$ cat config.mk
export PLATFORM = sky130hd
export DESIGN_NAME = color_harmony_generator_core
export DESIGN_NICKNAME = d
export VERILOG_FILES = /design/src/rtl/core/chg_pkg.sv /design/src/rtl/core/chg_hsv.sv /design/src/rtl/core/chg_rgb.sv /design/src/rtl/core/color_harmony_generator_core.sv
export SDC_FILE = /design/constraint.sdc
export NUM_CORES = 2
export LEC_CHECK = 0
export BUFFER_PORTS_ARGS = -buffer_cell sky130_fd_sc_hd__buf_2
export CAP_MARGIN = 0
export CORE_MARGIN = 4
export CORE_UTILIZATION = 30
export CTS_BUF_LIST = sky130_fd_sc_hd__clkbuf_4 sky130_fd_sc_hd__clkbuf_8
export DETAILED_ROUTE_END_ITERATION = 10
export MAX_ROUTING_LAYER = met4
export PLACE_DENSITY = 0.53
export SLEW_MARGIN = 20
export SYNTH_ARGS = -nofsm -noshare
export SYNTH_HDL_FRONTEND = slang
export SYNTH_HIERARCHICAL = 1
export SYNTH_SLANG_ARGS = --single-unit
$ cat constraint.sdc
create_clock -name clk -period 9.39 [get_ports clk]
set_input_delay 1.878 -clock clk [delete_from_list [all_inputs] [get_ports clk]]
set_output_delay 1.878 -clock clk [all_outputs]
set_load 0.01 [all_outputs]
$ cat src/rtl/core/chg_pkg.sv
// Shared types, harmony codes and arithmetic helpers for the color harmony core.
// No dependencies; imported by chg_hsv, chg_rgb and the top level.
package chg_pkg;

  localparam logic [1:0] MODE_TRIAD  = 2'd0;
  localparam logic [1:0] MODE_ANALOG = 2'd1;
  localparam logic [1:0] MODE_TETRAD = 2'd2;

  // Reciprocals: x/510 = ((x+1)*RECIP_510) >> 25 for x < 51257,
  // z/625 = (z*RECIP_625) >> 28 for z < 159376.
  localparam logic [16:0] RECIP_510 = 17'd65793;
  localparam logic [18:0] RECIP_625 = 19'd429497;

  typedef struct packed {
    logic [1:0]  mode;
    logic [23:0] col;
    logic [8:0]  hue;
    logic [6:0]  sat;
    logic [6:0]  val;
    logic [6:0]  lig;
  } hsv_t;

  typedef struct packed {
    logic [23:0] col;
    logic [8:0]  hue;
    logic [8:0]  rot;
    logic [6:0]  sat;
    logic [6:0]  val;
    logic [6:0]  lig;
    logic [1:0]  slot;
    logic        last;
  } slot_t;

  typedef struct packed {
    logic [23:0] color;
    logic [8:0]  hue;
    logic [6:0]  sat;
    logic [6:0]  val;
    logic [6:0]  lig;
    logic [1:0]  slot;
    logic        last;
  } res_t;

  typedef struct packed {
    logic [17:0] rem;
    logic [8:0]  q;
  } div_t;

  // Three restoring division steps, quotient bits top..top-2.
  function automatic div_t div3(div_t a, logic [8:0] den, logic [3:0] top);
    div_t        t;
    logic [17:0] sh;
    logic [3:0]  b;
    t = a;
    for (int j = 0; j < 3; j++) begin
      b  = top - 4'(j);
      sh = 18'(den) << b;
      if (t.rem >= sh) begin
        t.rem  = t.rem - sh;
        t.q[b] = 1'b1;
      end
    end
    return t;
  endfunction

  function automatic logic [2:0] run_len(logic [1:0] mode);
    logic [2:0] n;
    unique case (mode)
      MODE_TRIAD:  n = 3'd3;
      MODE_ANALOG: n = 3'd3;
      MODE_TETRAD: n = 3'd4;
      default:     n = 3'd1;
    endcase
    return n;
  endfunction

  function automatic logic [8:0] rot_of(logic [1:0] mode, logic [1:0] k);
    logic [8:0] r;
    r = 9'd0;
    unique case (mode)
      MODE_TRIAD: begin
        if (k == 2'd1) r = 9'd120;
        else if (k == 2'd2) r = 9'd240;
      end
      MODE_ANALOG: begin
        if (k == 2'd1) r = 9'd30;
        else if (k == 2'd2) r = 9'd330;
      end
      MODE_TETRAD: begin
        if (k == 2'd1) r = 9'd60;
        else if (k == 2'd2) r = 9'd180;
        else if (k == 2'd3) r = 9'd240;
      end
      default: r = 9'd0;
    endcase
    return r;
  endfunction

  // floor(ch*255/600000) = floor(((ch*17) >> 6) / 625); this is the shifted product.
  function automatic logic [17:0] scale17(logic [19:0] ch);
    logic [24:0] p;
    p = 25'(ch) * 25'd17;
    return 18'(p >> 6);
  endfunction

endpackage

$ cat src/rtl/core/chg_hsv.sv
// RGB to integer HSV and lightness, six register stages with pipelined dividers.
// Depends on chg_pkg.
module chg_hsv (
  input  logic          clk,
  input  logic          rst_n,
  input  logic          i_valid,
  output logic          i_ready,
  input  logic [1:0]    i_action,
  input  logic [23:0]   i_color,
  output logic          o_valid,
  input  logic          o_ready,
  output chg_pkg::hsv_t o_item
);
  import chg_pkg::*;

  localparam logic [1:0] SEL_R = 2'd0;
  localparam logic [1:0] SEL_G = 2'd1;
  localparam logic [1:0] SEL_B = 2'd2;

  logic v1_r, v2_r, v3_r, v4_r, v5_r, v6_r;
  logic rdy1, rdy2, rdy3, rdy4, rdy5, rdy6;

  assign rdy6    = !v6_r || o_ready;
  assign rdy5    = !v5_r || rdy6;
  assign rdy4    = !v4_r || rdy5;
  assign rdy3    = !v3_r || rdy4;
  assign rdy2    = !v2_r || rdy3;
  assign rdy1    = !v1_r || rdy2;
  assign i_ready = rdy1;

  always_ff @(posedge clk) begin
    if (!rst_n) begin
      v1_r <= 1'b0; v2_r <= 1'b0; v3_r <= 1'b0;
      v4_r <= 1'b0; v5_r <= 1'b0; v6_r <= 1'b0;
    end else begin
      if (rdy1) v1_r <= i_valid;
      if (rdy2) v2_r <= v1_r;
      if (rdy3) v3_r <= v2_r;
      if (rdy4) v4_r <= v3_r;
      if (rdy5) v5_r <= v4_r;
      if (rdy6) v6_r <= v5_r;
    end
  end

  // stage 1: max, min, spread
  logic [7:0] r0, g0, b0, mx_nxt, mn_nxt;
  logic [1:0] sel_nxt;
  logic [1:0]  mode1_r;
  logic [23:0] col1_r;
  logic [7:0]  mx1_r, mn1_r, d1_r;
  logic [1:0]  sel1_r;

  always_comb begin
    r0 = i_color[23:16];
    g0 = i_color[15:8];
    b0 = i_color[7:0];
    mx_nxt = r0;
    if (g0 > mx_nxt) mx_nxt = g0;
    if (b0 > mx_nxt) mx_nxt = b0;
    mn_nxt = r0;
    if (g0 < mn_nxt) mn_nxt = g0;
    if (b0 < mn_nxt) mn_nxt = b0;
    priority if (mx_nxt == r0) sel_nxt = SEL_R;
    else if (mx_nxt == g0)     sel_nxt = SEL_G;
    else                       sel_nxt = SEL_B;
  end

  always_ff @(posedge clk) begin
    if (rdy1) begin
      mode1_r <= i_action;
      col1_r  <= i_color;
      mx1_r   <= mx_nxt;
      mn1_r   <= mn_nxt;
      d1_r    <= mx_nxt - mn_nxt;
      sel1_r  <= sel_nxt;
    end
  end

  // stage 2: dividends and divisors
  logic [17:0] r1, g1, b1, d1x, num_nxt;
  logic [1:0]  mode2_r;
  logic [23:0] col2_r;
  div_t        hd2_r, sd2_r;
  logic [8:0]  hden2_r, sden2_r;
  logic        hz2_r, sz2_r;
  logic [15:0] vx2_r, lx2_r;

  always_comb begin
    r1  = 18'(col1_r[23:16]);
    g1  = 18'(col1_r[15:8]);
    b1  = 18'(col1_r[7:0]);
    d1x = 18'(d1_r);
    unique case (sel1_r)
      SEL_R:   num_nxt = g1 * 18'd60 + d1x * 18'd360 - b1 * 18'd60;
      SEL_G:   num_nxt = b1 * 18'd60 + d1x * 18'd120 - r1 * 18'd60;
      default: num_nxt = r1 * 18'd60 + d1x * 18'd240 - g1 * 18'd60;
    endcase
  end

  always_ff @(posedge clk) begin
    if (rdy2) begin
      mode2_r   <= mode1_r;
      col2_r    <= col1_r;
      hd2_r.rem <= (num_nxt << 1) + d1x;
      hd2_r.q   <= '0;
      hden2_r   <= {d1_r, 1'b0};
      hz2_r     <= (d1_r == 8'd0);
      sd2_r.rem <= d1x * 18'd200 + 18'(mx1_r);
      sd2_r.q   <= '0;
      sden2_r   <= {mx1_r, 1'b0};
      sz2_r     <= (mx1_r == 8'd0);
      vx2_r     <= 16'(mx1_r) * 16'd200 + 16'd256;
      lx2_r     <= (16'(mx1_r) + 16'(mn1_r)) * 16'd100 + 16'd256;
    end
  end

  // stages 3 to 5: three quotient bits each
  logic [1:0]  mode3_r, mode4_r, mode5_r;
  logic [23:0] col3_r, col4_r, col5_r;
  div_t        hd3_r, sd3_r, hd4_r, sd4_r, hd5_r, sd5_r;
  logic [8:0]  hden3_r, sden3_r, hden4_r, sden4_r;
  logic        hz3_r, sz3_r, hz4_r, sz4_r, hz5_r, sz5_r;
  logic [32:0] vp3_r, lp3_r;
  logic [6:0]  val4_r, lig4_r, val5_r, lig5_r;

  always_ff @(posedge clk) begin
    if (rdy3) begin
      mode3_r <= mode2_r;
      col3_r  <= col2_r;
      hd3_r   <= div3(hd2_r, hden2_r, 4'd8);
      sd3_r   <= div3(sd2_r, sden2_r, 4'd8);
      hden3_r <= hden2_r;
      sden3_r <= sden2_r;
      hz3_r   <= hz2_r;
      sz3_r   <= sz2_r;
      vp3_r   <= 33'(vx2_r) * 33'(RECIP_510);
      lp3_r   <= 33'(lx2_r) * 33'(RECIP_510);
    end
    if (rdy4) begin
      mode4_r <= mode3_r;
      col4_r  <= col3_r;
      hd4_r   <= div3(hd3_r, hden3_r, 4'd5);
      sd4_r   <= div3(sd3_r, sden3_r, 4'd5);
      hden4_r <= hden3_r;
      sden4_r <= sden3_r;
      hz4_r   <= hz3_r;
      sz4_r   <= sz3_r;
      val4_r  <= vp3_r[31:25];
      lig4_r  <= lp3_r[31:25];
    end
    if (rdy5) begin
      mode5_r <= mode4_r;
      col5_r  <= col4_r;
      hd5_r   <= div3(hd4_r, hden4_r, 4'd2);
      sd5_r   <= div3(sd4_r, sden4_r, 4'd2);
      hz5_r   <= hz4_r;
      sz5_r   <= sz4_r;
      val5_r  <= val4_r;
      lig5_r  <= lig4_r;
    end
  end

  // stage 6: wrap hue, zero the degenerate cases
  hsv_t item_r;
  logic [8:0] hq;

  assign hq = hd5_r.q;

  always_ff @(posedge clk) begin
    if (rdy6) begin
      item_r.mode <= mode5_r;
      item_r.col  <= col5_r;
      if (hz5_r)             item_r.hue <= 9'd0;
      else if (hq >= 9'd360) item_r.hue <= hq - 9'd360;
      else                   item_r.hue <= hq;
      item_r.sat  <= sz5_r ? 7'd0 : sd5_r.q[6:0];
      item_r.val  <= val5_r;
      item_r.lig  <= lig5_r;
    end
  end

  assign o_valid = v6_r;
  assign o_item  = item_r;

endmodule

$ cat src/rtl/core/chg_rgb.sv
// Rotated HSV back to truncated RGB, six register stages, one slot per cycle while o_ready allows.
// Depends on chg_pkg.
module chg_rgb (
  input  logic           clk,
  input  logic           rst_n,
  input  logic           i_valid,
  output logic           i_ready,
  input  chg_pkg::slot_t i_slot,
  output logic           o_valid,
  input  logic           o_ready,
  output chg_pkg::res_t  o_res
);
  import chg_pkg::*;

  logic v1_r, v2_r, v3_r, v4_r, v5_r, v6_r;
  logic rdy1, rdy2, rdy3, rdy4, rdy5, rdy6;

  assign rdy6    = !v6_r || o_ready;
  assign rdy5    = !v5_r || rdy6;
  assign rdy4    = !v4_r || rdy5;
  assign rdy3    = !v3_r || rdy4;
  assign rdy2    = !v2_r || rdy3;
  assign rdy1    = !v1_r || rdy2;
  assign i_ready = rdy1;

  always_ff @(posedge clk) begin
    if (!rst_n) begin
      v1_r <= 1'b0; v2_r <= 1'b0; v3_r <= 1'b0;
      v4_r <= 1'b0; v5_r <= 1'b0; v6_r <= 1'b0;
    end else begin
      if (rdy1) v1_r <= i_valid;
      if (rdy2) v2_r <= v1_r;
      if (rdy3) v3_r <= v2_r;
      if (rdy4) v4_r <= v3_r;
      if (rdy5) v5_r <= v4_r;
      if (rdy6) v6_r <= v5_r;
    end
  end

  // stage 1: rotate hue, s*v
  logic [9:0]  hsum;
  slot_t       s1_r, s2_r, s3_r, s4_r, s5_r;
  logic [8:0]  h1_r, h2_r, h3_r, h4_r, h5_r;
  logic [13:0] sv1_r, sv2_r;

  assign hsum = 10'(i_slot.hue) + 10'(i_slot.rot);

  always_ff @(posedge clk) begin
    if (rdy1) begin
      s1_r  <= i_slot;
      h1_r  <= (hsum >= 10'd360) ? 9'(hsum - 10'd360) : hsum[8:0];
      sv1_r <= 14'(i_slot.sat) * 14'(i_slot.val);
    end
  end

  // stage 2: sector and offset, chroma and value scaled by 600000
  logic [2:0]  sect_nxt;
  logic [8:0]  base;
  logic [2:0]  sect2_r, sect3_r;
  logic [5:0]  f2_r;
  logic [19:0] c2_r, vm2_r, vm3_r, x3_r, m3_r;

  always_comb begin
    priority if (h1_r < 9'd60) begin sect_nxt = 3'd0; base = 9'd0;   end
    else if (h1_r < 9'd120)    begin sect_nxt = 3'd1; base = 9'd60;  end
    else if (h1_r < 9'd180)    begin sect_nxt = 3'd2; base = 9'd120; end
    else if (h1_r < 9'd240)    begin sect_nxt = 3'd3; base = 9'd180; end
    else if (h1_r < 9'd300)    begin sect_nxt = 3'd4; base = 9'd240; end
    else                       begin sect_nxt = 3'd5; base = 9'd300; end
  end

  always_ff @(posedge clk) begin
    if (rdy2) begin
      s2_r    <= s1_r;
      h2_r    <= h1_r;
      sect2_r <= sect_nxt;
      f2_r    <= 6'(h1_r - base);
      sv2_r   <= sv1_r;
      c2_r    <= 20'(sv1_r) * 20'd60;
      vm2_r   <= 20'(s1_r.val) * 20'd6000;
    end
  end

  // stage 3: second component and offset
  logic [5:0] fm;

  assign fm = sect2_r[0] ? 6'(6'd60 - f2_r) : f2_r;

  always_ff @(posedge clk) begin
    if (rdy3) begin
      s3_r    <= s2_r;
      h3_r    <= h2_r;
      sect3_r <= sect2_r;
      x3_r    <= 20'(sv2_r) * 20'(fm);
      m3_r    <= vm2_r - c2_r;
      vm3_r   <= vm2_r;
    end
  end

  // stage 4: place channels, prescale
  logic [19:0] hi, mid, lo, cr, cg, cb;
  logic [17:0] zr4_r, zg4_r, zb4_r;

  always_comb begin
    hi  = vm3_r;
    mid = x3_r + m3_r;
    lo  = m3_r;
    unique case (sect3_r)
      3'd0:    begin cr = hi;  cg = mid; cb = lo;  end
      3'd1:    begin cr = mid; cg = hi;  cb = lo;  end
      3'd2:    begin cr = lo;  cg = hi;  cb = mid; end
      3'd3:    begin cr = lo;  cg = mid; cb = hi;  end
      3'd4:    begin cr = mid; cg = lo;  cb = hi;  end
      default: begin cr = hi;  cg = lo;  cb = mid; end
    endcase
  end

  always_ff @(posedge clk) begin
    if (rdy4) begin
      s4_r  <= s3_r;
      h4_r  <= h3_r;
      zr4_r <= scale17(cr);
      zg4_r <= scale17(cg);
      zb4_r <= scale17(cb);
    end
  end

  // stage 5: reciprocal multiply for /625
  logic [36:0] pr5_r, pg5_r, pb5_r;

  always_ff @(posedge clk) begin
    if (rdy5) begin
      s5_r  <= s4_r;
      h5_r  <= h4_r;
      pr5_r <= 37'(zr4_r) * 37'(RECIP_625);
      pg5_r <= 37'(zg4_r) * 37'(RECIP_625);
      pb5_r <= 37'(zb4_r) * 37'(RECIP_625);
    end
  end

  // stage 6: result register; slot zero passes the input color through
  res_t res_r;

  always_ff @(posedge clk) begin
    if (rdy6) begin
      res_r.color <= (s5_r.slot == 2'd0) ? s5_r.col
                                          : {pr5_r[35:28], pg5_r[35:28], pb5_r[35:28]};
      res_r.hue   <= h5_r;
      res_r.sat   <= s5_r.sat;
      res_r.val   <= s5_r.val;
      res_r.lig   <= s5_r.lig;
      res_r.slot  <= s5_r.slot;
      res_r.last  <= s5_r.last;
    end
  end

  assign o_valid = v6_r;
  assign o_res   = res_r;

endmodule

$ cat src/rtl/core/color_harmony_generator_core.sv
// Color harmony generator: RGB in, a run of harmony colors with HSV data out.
// Instantiates chg_hsv and chg_rgb; depends on chg_pkg.
//
// Input channel (in_valid / in_stall): one beat carries a harmony mode and a
// 24-bit RGB color. Result channel (out_valid / out_stall): one beat per color
// of the run; slot 0 is the input color, then the rotated hues. Triad and
// analogous runs have three beats, tetrad four, the unused mode one; out_last
// marks the final beat of a run.
// The first beat of a run passes the HSV pipeline, the sequencer register and
// the RGB pipeline. Throughput: one result beat per cycle when not stalled;
// the single result channel admits one item per run, the next item being taken
// as the last slot issues. The 6-stage HSV pipeline takes inputs meanwhile.
// Reset (synchronous, rst_n low) empties every stage; nothing is in flight.
// When out_stall is high, beats pile up in the stages behind the output
// register; once those are full, in_stall rises. No beat is lost or repeated.
module color_harmony_generator_core (
  input  logic        clk,
  input  logic        rst_n,
  input  logic        in_valid,
  output logic        in_stall,
  input  logic [1:0]  in_action,
  input  logic [23:0] in_color_in,
  output logic        out_valid,
  input  logic        out_stall,
  output logic [23:0] out_color_out,
  output logic [8:0]  out_hue_out,
  output logic [6:0]  out_sat_out,
  output logic [6:0]  out_val_out,
  output logic [6:0]  out_in_lightness,
  output logic [1:0]  out_slot,
  output logic        out_last
);
  import chg_pkg::*;

  logic  hsv_i_ready, hsv_o_valid, hsv_o_ready;
  hsv_t  hsv_item;
  logic  rgb_i_ready;
  slot_t slot_beat;
  res_t  res;

  chg_hsv u_hsv (
    .clk      (clk),
    .rst_n    (rst_n),
    .i_valid  (in_valid),
    .i_ready  (hsv_i_ready),
    .i_action (in_action),
    .i_color  (in_color_in),
    .o_valid  (hsv_o_valid),
    .o_ready  (hsv_o_ready),
    .o_item   (hsv_item)
  );

  assign in_stall = !hsv_i_ready;

  // run sequencer: hold one item, issue its slots one per cycle while the RGB pipeline is ready
  logic       seq_v_r;
  logic [1:0] k_r;
  hsv_t       cur_r;
  logic [2:0] n;
  logic       is_last;

  assign n           = run_len(cur_r.mode);
  assign is_last     = (k_r == 2'(n - 3'd1));
  assign hsv_o_ready = !seq_v_r || (rgb_i_ready && is_last);

  always_ff @(posedge clk) begin
    if (!rst_n) begin
      seq_v_r <= 1'b0;
      k_r     <= 2'd0;
    end else if (hsv_o_ready) begin
      seq_v_r <= hsv_o_valid;
      k_r     <= 2'd0;
    end else if (seq_v_r && rgb_i_ready) begin
      k_r <= k_r + 2'd1;
    end
  end

  always_ff @(posedge clk) begin
    if (hsv_o_ready) cur_r <= hsv_item;
  end

  always_comb begin
    slot_beat.col  = cur_r.col;
    slot_beat.hue  = cur_r.hue;
    slot_beat.rot  = rot_of(cur_r.mode, k_r);
    slot_beat.sat  = cur_r.sat;
    slot_beat.val  = cur_r.val;
    slot_beat.lig  = cur_r.lig;
    slot_beat.slot = k_r;
    slot_beat.last = is_last;
  end

  chg_rgb u_rgb (
    .clk     (clk),
    .rst_n   (rst_n),
    .i_valid (seq_v_r),
    .i_ready (rgb_i_ready),
    .i_slot  (slot_beat),
    .o_valid (out_valid),
    .o_ready (!out_stall),
    .o_res   (res)
  );

  assign out_color_out    = res.color;
  assign out_hue_out      = res.hue;
  assign out_sat_out      = res.sat;
  assign out_val_out      = res.val;
  assign out_in_lightness = res.lig;
  assign out_slot         = res.slot;
  assign out_last         = res.last;

endmodule
**Yosys cells after proc, flatten, opt, wreduce, memory -nomap -nowiden**

Index checks and enable logic that the tools add are counted.

- Register bits: 1235
- Output and inout bits: 59

- Add/sub/neg operators: 37
- Multipliers: 21
- Order comparisons: 29
- Equality and inequality tests: 13
- Mux-type cells: 59
- Bitwise logic cells: 1
- Reductions and logical operators: 46

Operators with widths:

| kind | number |
|---|---|
| 18-bit two-way mux | 24 |
| 20-bit one-hot mux with 2 select lines | 3 |
| 18-bit by 19-bit multiplier with 36-bit output (second input constant) | 3 |
| 19-bit two-way mux | 4 |
| 20-bit by 5-bit multiplier with 24-bit output (second input constant) | 3 |
| 8-bit two-way mux | 9 |
| 16-bit by 17-bit multiplier with 32-bit output (second input constant) | 2 |
| 8-bit by 4-bit multiplier with 12-bit output (second input constant) | 5 |
| 17-bit by 14-bit subtractor with 17-bit output | 3 |
| 18-bit by 8-bit adder with 18-bit output | 2 |
| 18-bit by 10-bit >= comparator with 1-bit output | 2 |
| 18-bit by 11-bit >= comparator with 1-bit output | 2 |
| 18-bit by 12-bit >= comparator with 1-bit output | 2 |
| 18-bit by 13-bit >= comparator with 1-bit output | 2 |
| 18-bit by 14-bit >= comparator with 1-bit output | 2 |
| 18-bit by 15-bit >= comparator with 1-bit output | 2 |
| 18-bit by 16-bit >= comparator with 1-bit output | 2 |
| 18-bit by 17-bit >= comparator with 1-bit output | 2 |
| 18-bit by 9-bit >= comparator with 1-bit output | 2 |
| 9-bit two-way mux | 4 |
| 18-bit by 10-bit subtractor with 18-bit output | 2 |
| 18-bit by 11-bit subtractor with 18-bit output | 2 |
| 18-bit by 12-bit subtractor with 18-bit output | 2 |
| 18-bit by 13-bit subtractor with 18-bit output | 2 |
| 57 further kinds | 118 |

**Longest topological paths before layout**

- Depth in word-level cells: 19
- Depth in mapped cells: 36
- Mapped depth without buffers: 34

**Modules after synthesis**

Netlist, hierarchy kept.

Modules (own cells, without submodules):

| module | instances | cells each | area each (µm²) | seq. area each (µm²) |
|---|---|---|---|---|
| chg_rgb | 1 | 3904 | 46706.0 | 16425.8 |
| chg_hsv | 1 | 3327 | 35451.5 | 13723.2 |
| color_harmony_generator_core | 1 | 105 | 2080.7 | 1741.7 |

**Least setup slack after synthesis**

No wires, ideal clock.

- Path type: input to output
- Start: input port out_stall
- End: output port in_stall
- Data arrival time: 8.116 ns
- Data required time: 7.512 ns
- Slack: -0.604 ns
- Stages: 11
- Path buffers: 0
- Path through: inv_1 -> nor2b_1 -> and3_1 -> and2_1 -> nand3_1 -> a21bo_1 -> nor2b_1 -> and3_1 -> and2_1 -> nand3_1 -> inv_1

- Cells in the longest elaborated chain, start to end: 16

RTL lines:

| what | line | text |
|---|---|---|
| start, declared | color_harmony_generator_core.sv:24 | `input logic out_stall,` |
| 1-bit logical NOT | color_harmony_generator_core.sv:100 | `.o_ready (!out_stall),` |
| 1-bit logical OR | chg_rgb.sv:18 | `assign rdy6 = !v6_r \|\| o_ready;` |
| 1-bit logical OR | chg_rgb.sv:19 | `assign rdy5 = !v5_r \|\| rdy6;` |
| 1-bit logical OR | chg_rgb.sv:20 | `assign rdy4 = !v4_r \|\| rdy5;` |
| 1-bit logical OR | chg_rgb.sv:21 | `assign rdy3 = !v3_r \|\| rdy4;` |
| 1-bit logical OR | chg_rgb.sv:22 | `assign rdy2 = !v2_r \|\| rdy3;` |
| 1-bit logical OR | chg_rgb.sv:23 | `assign rdy1 = !v1_r \|\| rdy2;` |
| via rgb_i_ready | color_harmony_generator_core.sv:37 | `logic rgb_i_ready;` |
| [2 not listed] | - |  |
| via hsv_o_ready | color_harmony_generator_core.sv:35 | `logic hsv_i_ready, hsv_o_valid, hsv_o_ready;` |
| 1-bit logical OR | chg_hsv.sv:23 | `assign rdy6 = !v6_r \|\| o_ready;` |
| 1-bit logical OR | chg_hsv.sv:24 | `assign rdy5 = !v5_r \|\| rdy6;` |
| 1-bit logical OR | chg_hsv.sv:25 | `assign rdy4 = !v4_r \|\| rdy5;` |
| 1-bit logical OR | chg_hsv.sv:26 | `assign rdy3 = !v3_r \|\| rdy4;` |
| 1-bit logical OR | chg_hsv.sv:27 | `assign rdy2 = !v2_r \|\| rdy3;` |
| 1-bit logical OR | chg_hsv.sv:28 | `assign rdy1 = !v1_r \|\| rdy2;` |
| via hsv_i_ready | color_harmony_generator_core.sv:35 |  |
| 1-bit logical NOT | color_harmony_generator_core.sv:53 | `assign in_stall = !hsv_i_ready;` |
| end, declared | color_harmony_generator_core.sv:20 | `output logic in_stall,` |

The timed path passes the listed nets, and every way through them passes these cells.

**Worst setup path in the final report**

- Start: register u_hsv/hd2_r[10] (netlist name)
- End: register u_hsv/hd3_r[17] (netlist name), data pin

- Cells in the longest elaborated chain, start to end: 8
- Elaborated cells on any way between the ends: 11
- Those cells by class: add/sub: 3; order compare: 3; mux: 5

RTL lines:

| what | line | text |
|---|---|---|
| start, declared | chg_hsv.sv:83 | `div_t hd2_r, sd2_r;` |
| 18-bit by 17-bit subtractor with 18-bit output / 18-bit by 17-bit >= comparator with 1-bit output (equally long branches) | chg_pkg.sv:59, chg_pkg.sv:58 |  |
| 19-bit two-way mux (*) | chg_pkg.sv:58 | `if (t.rem >= sh) begin` |
| 19-bit two-way mux (*) | chg_hsv.sv:127 | `if (rdy3) begin` |
| 18-bit by 16-bit subtractor with 18-bit output / 18-bit by 16-bit >= comparator with 1-bit output (equally long branches) | chg_pkg.sv:59, chg_pkg.sv:58 |  |
| 18-bit two-way mux (*) | chg_pkg.sv:58 |  |
| 18-bit two-way mux (*) | chg_hsv.sv:127 |  |
| 18-bit by 15-bit subtractor with 18-bit output / 18-bit by 15-bit >= comparator with 1-bit output (equally long branches) | chg_pkg.sv:59, chg_pkg.sv:58 |  |
| 18-bit two-way mux (*) | chg_pkg.sv:58 |  |
| end signal, assigned | chg_hsv.sv:130 | `hd3_r <= div3(hd2_r, hden2_r, 4'd8);` |
| end, declared | chg_hsv.sv:120 | `div_t hd3_r, sd3_r, hd4_r, sd4_r, hd5_r, sd5_r;` |

Every way passes the cells marked *; elsewhere a longest branch is shown, timed or not. The select of a mux whose other input is x is not followed.
A chain may end at the register's enable or synchronous reset.

==> PnR_summary.wiki <==
{| class="wikitable"
! Metric !! Value
|-
| Result of the run || complete, no violations
|-
| Final worst-path cycle share || 87.9%
|-
| Final Critical Period || 8.25 ns
|-
| CTS HTree Levels || 4
|-
| Max-cap violations || 0
|-
| Worst Path Max Fanout || 17
|-
| Unrepaired setup endpoints after global routing || false
|-
| DIE HEIGHT || 538 um
|-
| Leftover overflow at the end of global routing || 0
|-
| Synth warn || 6
|-
| Ratio of cells with drive above 1 in the final layout || 7.46%
|-
| Most common cell after layout, fill and taps aside || inv_1
|-
| Starting density of the core || 30.2%
|-
| Max Fclk || 121 MHz
|-
| Share of synthesized flip-flops with an asynchronous set or reset || 0%
|-
| Kind of start point of the critical path || flop
|-
| I/O pin cnt || 89
|-
| Largest net degree at the start of global routing || 83
|-
| Post-Syn Nets || 9159
|-
| Number of cells on the worst hold path || 0
|-
| Core footprint || 279000 sq um
|-
| Number of iterations in the first detailed-routing pass || 8
|-
| Highest cell delay on the worst timing path || 0.75 ns
|-
| Total negative setup slack || 0 ns
|-
| Via Count || 52800
|-
| Setup Skew || 0.0645 ns
|-
| Number of CTS-inserted buffers || 183
|-
| Share of synthesized area occupied by flip-flops and latches || 37.9%
|-
| Wire length of the first global-routing pass || 307000 um
|-
| Number of placement rows || 194
|-
| Cell at the root of the clock tree || clkbuf_8
|-
| NumNets Final || 9400
|-
| Wire length after detailed routing || 191000 um
|-
| Endpoints failing setup || 0
|-
| Clock transition at path regs || 0.06 ns
|-
| Via count of the first global-routing pass || 55900
|-
| Clock tree sinks || 1067
|-
| Die area || 289000 sq um
|-
| Cells after Synth || 7336
|-
| Number of design-rule violations left by the first detailed-router iteration || 2691
|-
| Number of cells on the worst reg-to-reg path || 29
|-
| Hold Crit Class || flop to flop
|-
| Most frequent cells in the layout || inv_1, ha_1, edfxtp_1
|-
| Fin. max-slew vios || 0
|-
| Area of the mapped netlist || 84200 sq um
|-
| Total of buffers placed on input and output ports || 88
|-
| Layout Area Growth over Synthesis || 10.6%
|-
| DP Wirelength || 155000 um
|-
| Gpl congestion || 0.890
|-
| Post-CTS setup repair buffer count || 0
|-
| Worst setup EP type || flop
|-
| Hold-fix buffers, CTS || 0
|-
| Die width || 538 um
|-
| Global routing usage summed across all routing layers || 13.7%
|-
| Post-detailed-route count of antenna-violating nets || 0
|-
| Number of design rule violations left after detail routing || 0
|-
| Data required time of the worst path || 10.06 ns
|-
| Most frequent cell on the critical path || o21ai_0
|-
| Average detailed-routed wire length per instance || 16.7 um
|-
| Clock latency reported for the late side of the worst-skew pair || 0.94 ns
|-
| Via-per-instance ratio || 4.62
|-
| Number of flops mapped to enable cells by yosys || 1052
|-
| CP max-delay cell || or4b_1
|-
| Clock Path Buffers || 3
|-
| Final-report hold violation count || 0
|-
| Syn avg cell area || 11.5 sq um
|-
| Clock tree from TritonCTS || built
|-
| Number of storage elements in the synthesis netlist || 1067
|-
| Startpoint-to-endpoint class of the critical path || flop to flop
|-
| Worst relative slew slack || 31.0%
|-
| Worst Hold Margin || 0.390 ns
|-
| Most used DFF post-synth || edfxtp_1
|-
| Number of antenna violations at the first check in global routing || 3
|-
| Number of cells upsized or downsized after cts || 0
|-
| Endpoint arrival time on the critical path || 8.92 ns
|-
| Number of distinct library cell variants in the gate-level netlist after synthesis || 115
|-
| Worst Max-Slew Pin Slew || 1.04 ns
|}
cell usage after synthesis, drive strengths merged (15+ instances only):
cell | count | area share (%)
a211oi | 25 | 0.22
a21boi | 29 | 0.26
a21o | 144 | 1.3
a21oi | 406 | 2.4
a31oi | 25 | 0.19
and2 | 65 | 0.49
and3 | 38 | 0.28
buf | 17 | 0.13
clkbuf | 55 | 0.25
dfxtp | 15 | 0.36
edfxtp | 1052 | 38
fa | 619 | 15
ha | 1174 | 17
inv | 1268 | 5.7
mux2 | 68 | 0.92
mux2i | 72 | 0.86
nand2 | 300 | 1.3
nand2b | 70 | 0.52
nand3 | 68 | 0.40
nand3b | 16 | 0.14
nand4 | 51 | 0.39
nor2 | 314 | 1.4
nor2b | 126 | 0.94
nor3 | 76 | 0.45
nor4 | 23 | 0.22
o211ai | 29 | 0.26
o21a | 71 | 0.64
o21ai | 245 | 1.5
o21bai | 79 | 0.70
o22a | 16 | 0.17
o22ai | 45 | 0.33
o31ai | 17 | 0.18
or2 | 31 | 0.23
or3 | 36 | 0.27
or4 | 16 | 0.16
xnor2 | 306 | 3.2
xor2 | 148 | 1.6
metal layers:
layer,wire [um],vias to the layer above,track usage (%)
li1,-,25900,-
met1,83000,25800,16.5
met2,97900,826,24.3
met3,5750,269,1.59
met4,4480,0,3.62
met5,0,-,-
through the flow:
stage | util [%] | setup slack [ns] | cell area, sq um | instances
floorplan | - | 0.280 | 84200 | 7336
global placement | 32.0 | 1.14 | 89400 | 11100
detailed placement | 32.0 | 1.18 | 89400 | 11100
CTS | 33.3 | 1.14 | 93200 | 11400
global route | 33.3 | 0.109 | 93200 | 11400
finish | 33.3 | 1.14 | 93200 | 11400
cell type report:
class / instances / area (sq um)
inverter: 1268 / 4770
timing repair buffer: 128 / 761
fill: 27900 / 186000
multi-input combinational: 4929 / 47300
tap: 3724 / 4660
antenna: 2 / 5.00
clock inverter: 95 / 876
clock buffer: 232 / 2890
sequential: 1067 / 31900
flip-flops by register name, summed over array words and instances (netlist names), 19 cells and up:
| name | cells |
|---|---|
| u_rgb/x3_r | 20 |
| u_rgb/s2_r | 48 |
| u_hsv/col5_r | 24 |
| u_hsv/col4_r | 24 |
| u_rgb/s5_r | 48 |
| u_hsv/col3_r | 24 |
| u_hsv/hd4_r | 24 |
| u_rgb/s4_r | 48 |
| u_hsv/sd4_r | 22 |
| u_rgb/s1_r | 48 |
| u_hsv/col1_r | 24 |
| u_hsv/sd3_r | 19 |
| u_hsv/hd3_r | 21 |
| u_hsv/o_item | 56 |
| u_rgb/o_res | 57 |
| cur_r | 56 |
| u_rgb/s3_r | 48 |
| u_hsv/col2_r | 24 |
worst max-delay path, delay by kind of cell, from the launching register on:
family	cells	cell delay, ns
AND/OR/NAND/NOR	8	2.56
adder cells (fa/ha/maj)	3	0.91
buffers and inverters	1	0.24
flip-flops	1	0.46
AO/OA/AOI/OAI	15	2.95
multiplexers	2	0.87
final timing paths:
kind / slack (ns) / end / start
max: 1.14 / u_hsv/hd3_r[17] / u_hsv/hd2_r[10]
min: 0.39 / u_hsv/val4_r[2] / u_hsv/vp3_r[27]
max reg2reg: 1.14 / u_hsv/hd3_r[17] / u_hsv/hd2_r[10]
min reg2reg: 0.39 / u_hsv/val4_r[2] / u_hsv/vp3_r[27]
kinds of logic after synthesis:
family | Yosys count | share of synthesized area (%)
buffers and inverters | 1340 | 6.03
AOI/OAI and AO/OA | 1275 | 9.79
and+or+nand+nor | 1266 | 7.64
other | 1 | 0.00445
xor gates and xnor gates | 454 | 4.75
muxes | 140 | 1.78
adders and majority gates | 1793 | 32.1
DFF | 1067 | 37.9
Power is left out: the tool's default activity adds up to more than one toggle a clock period on the data nets, which glitch-free logic cannot reach.
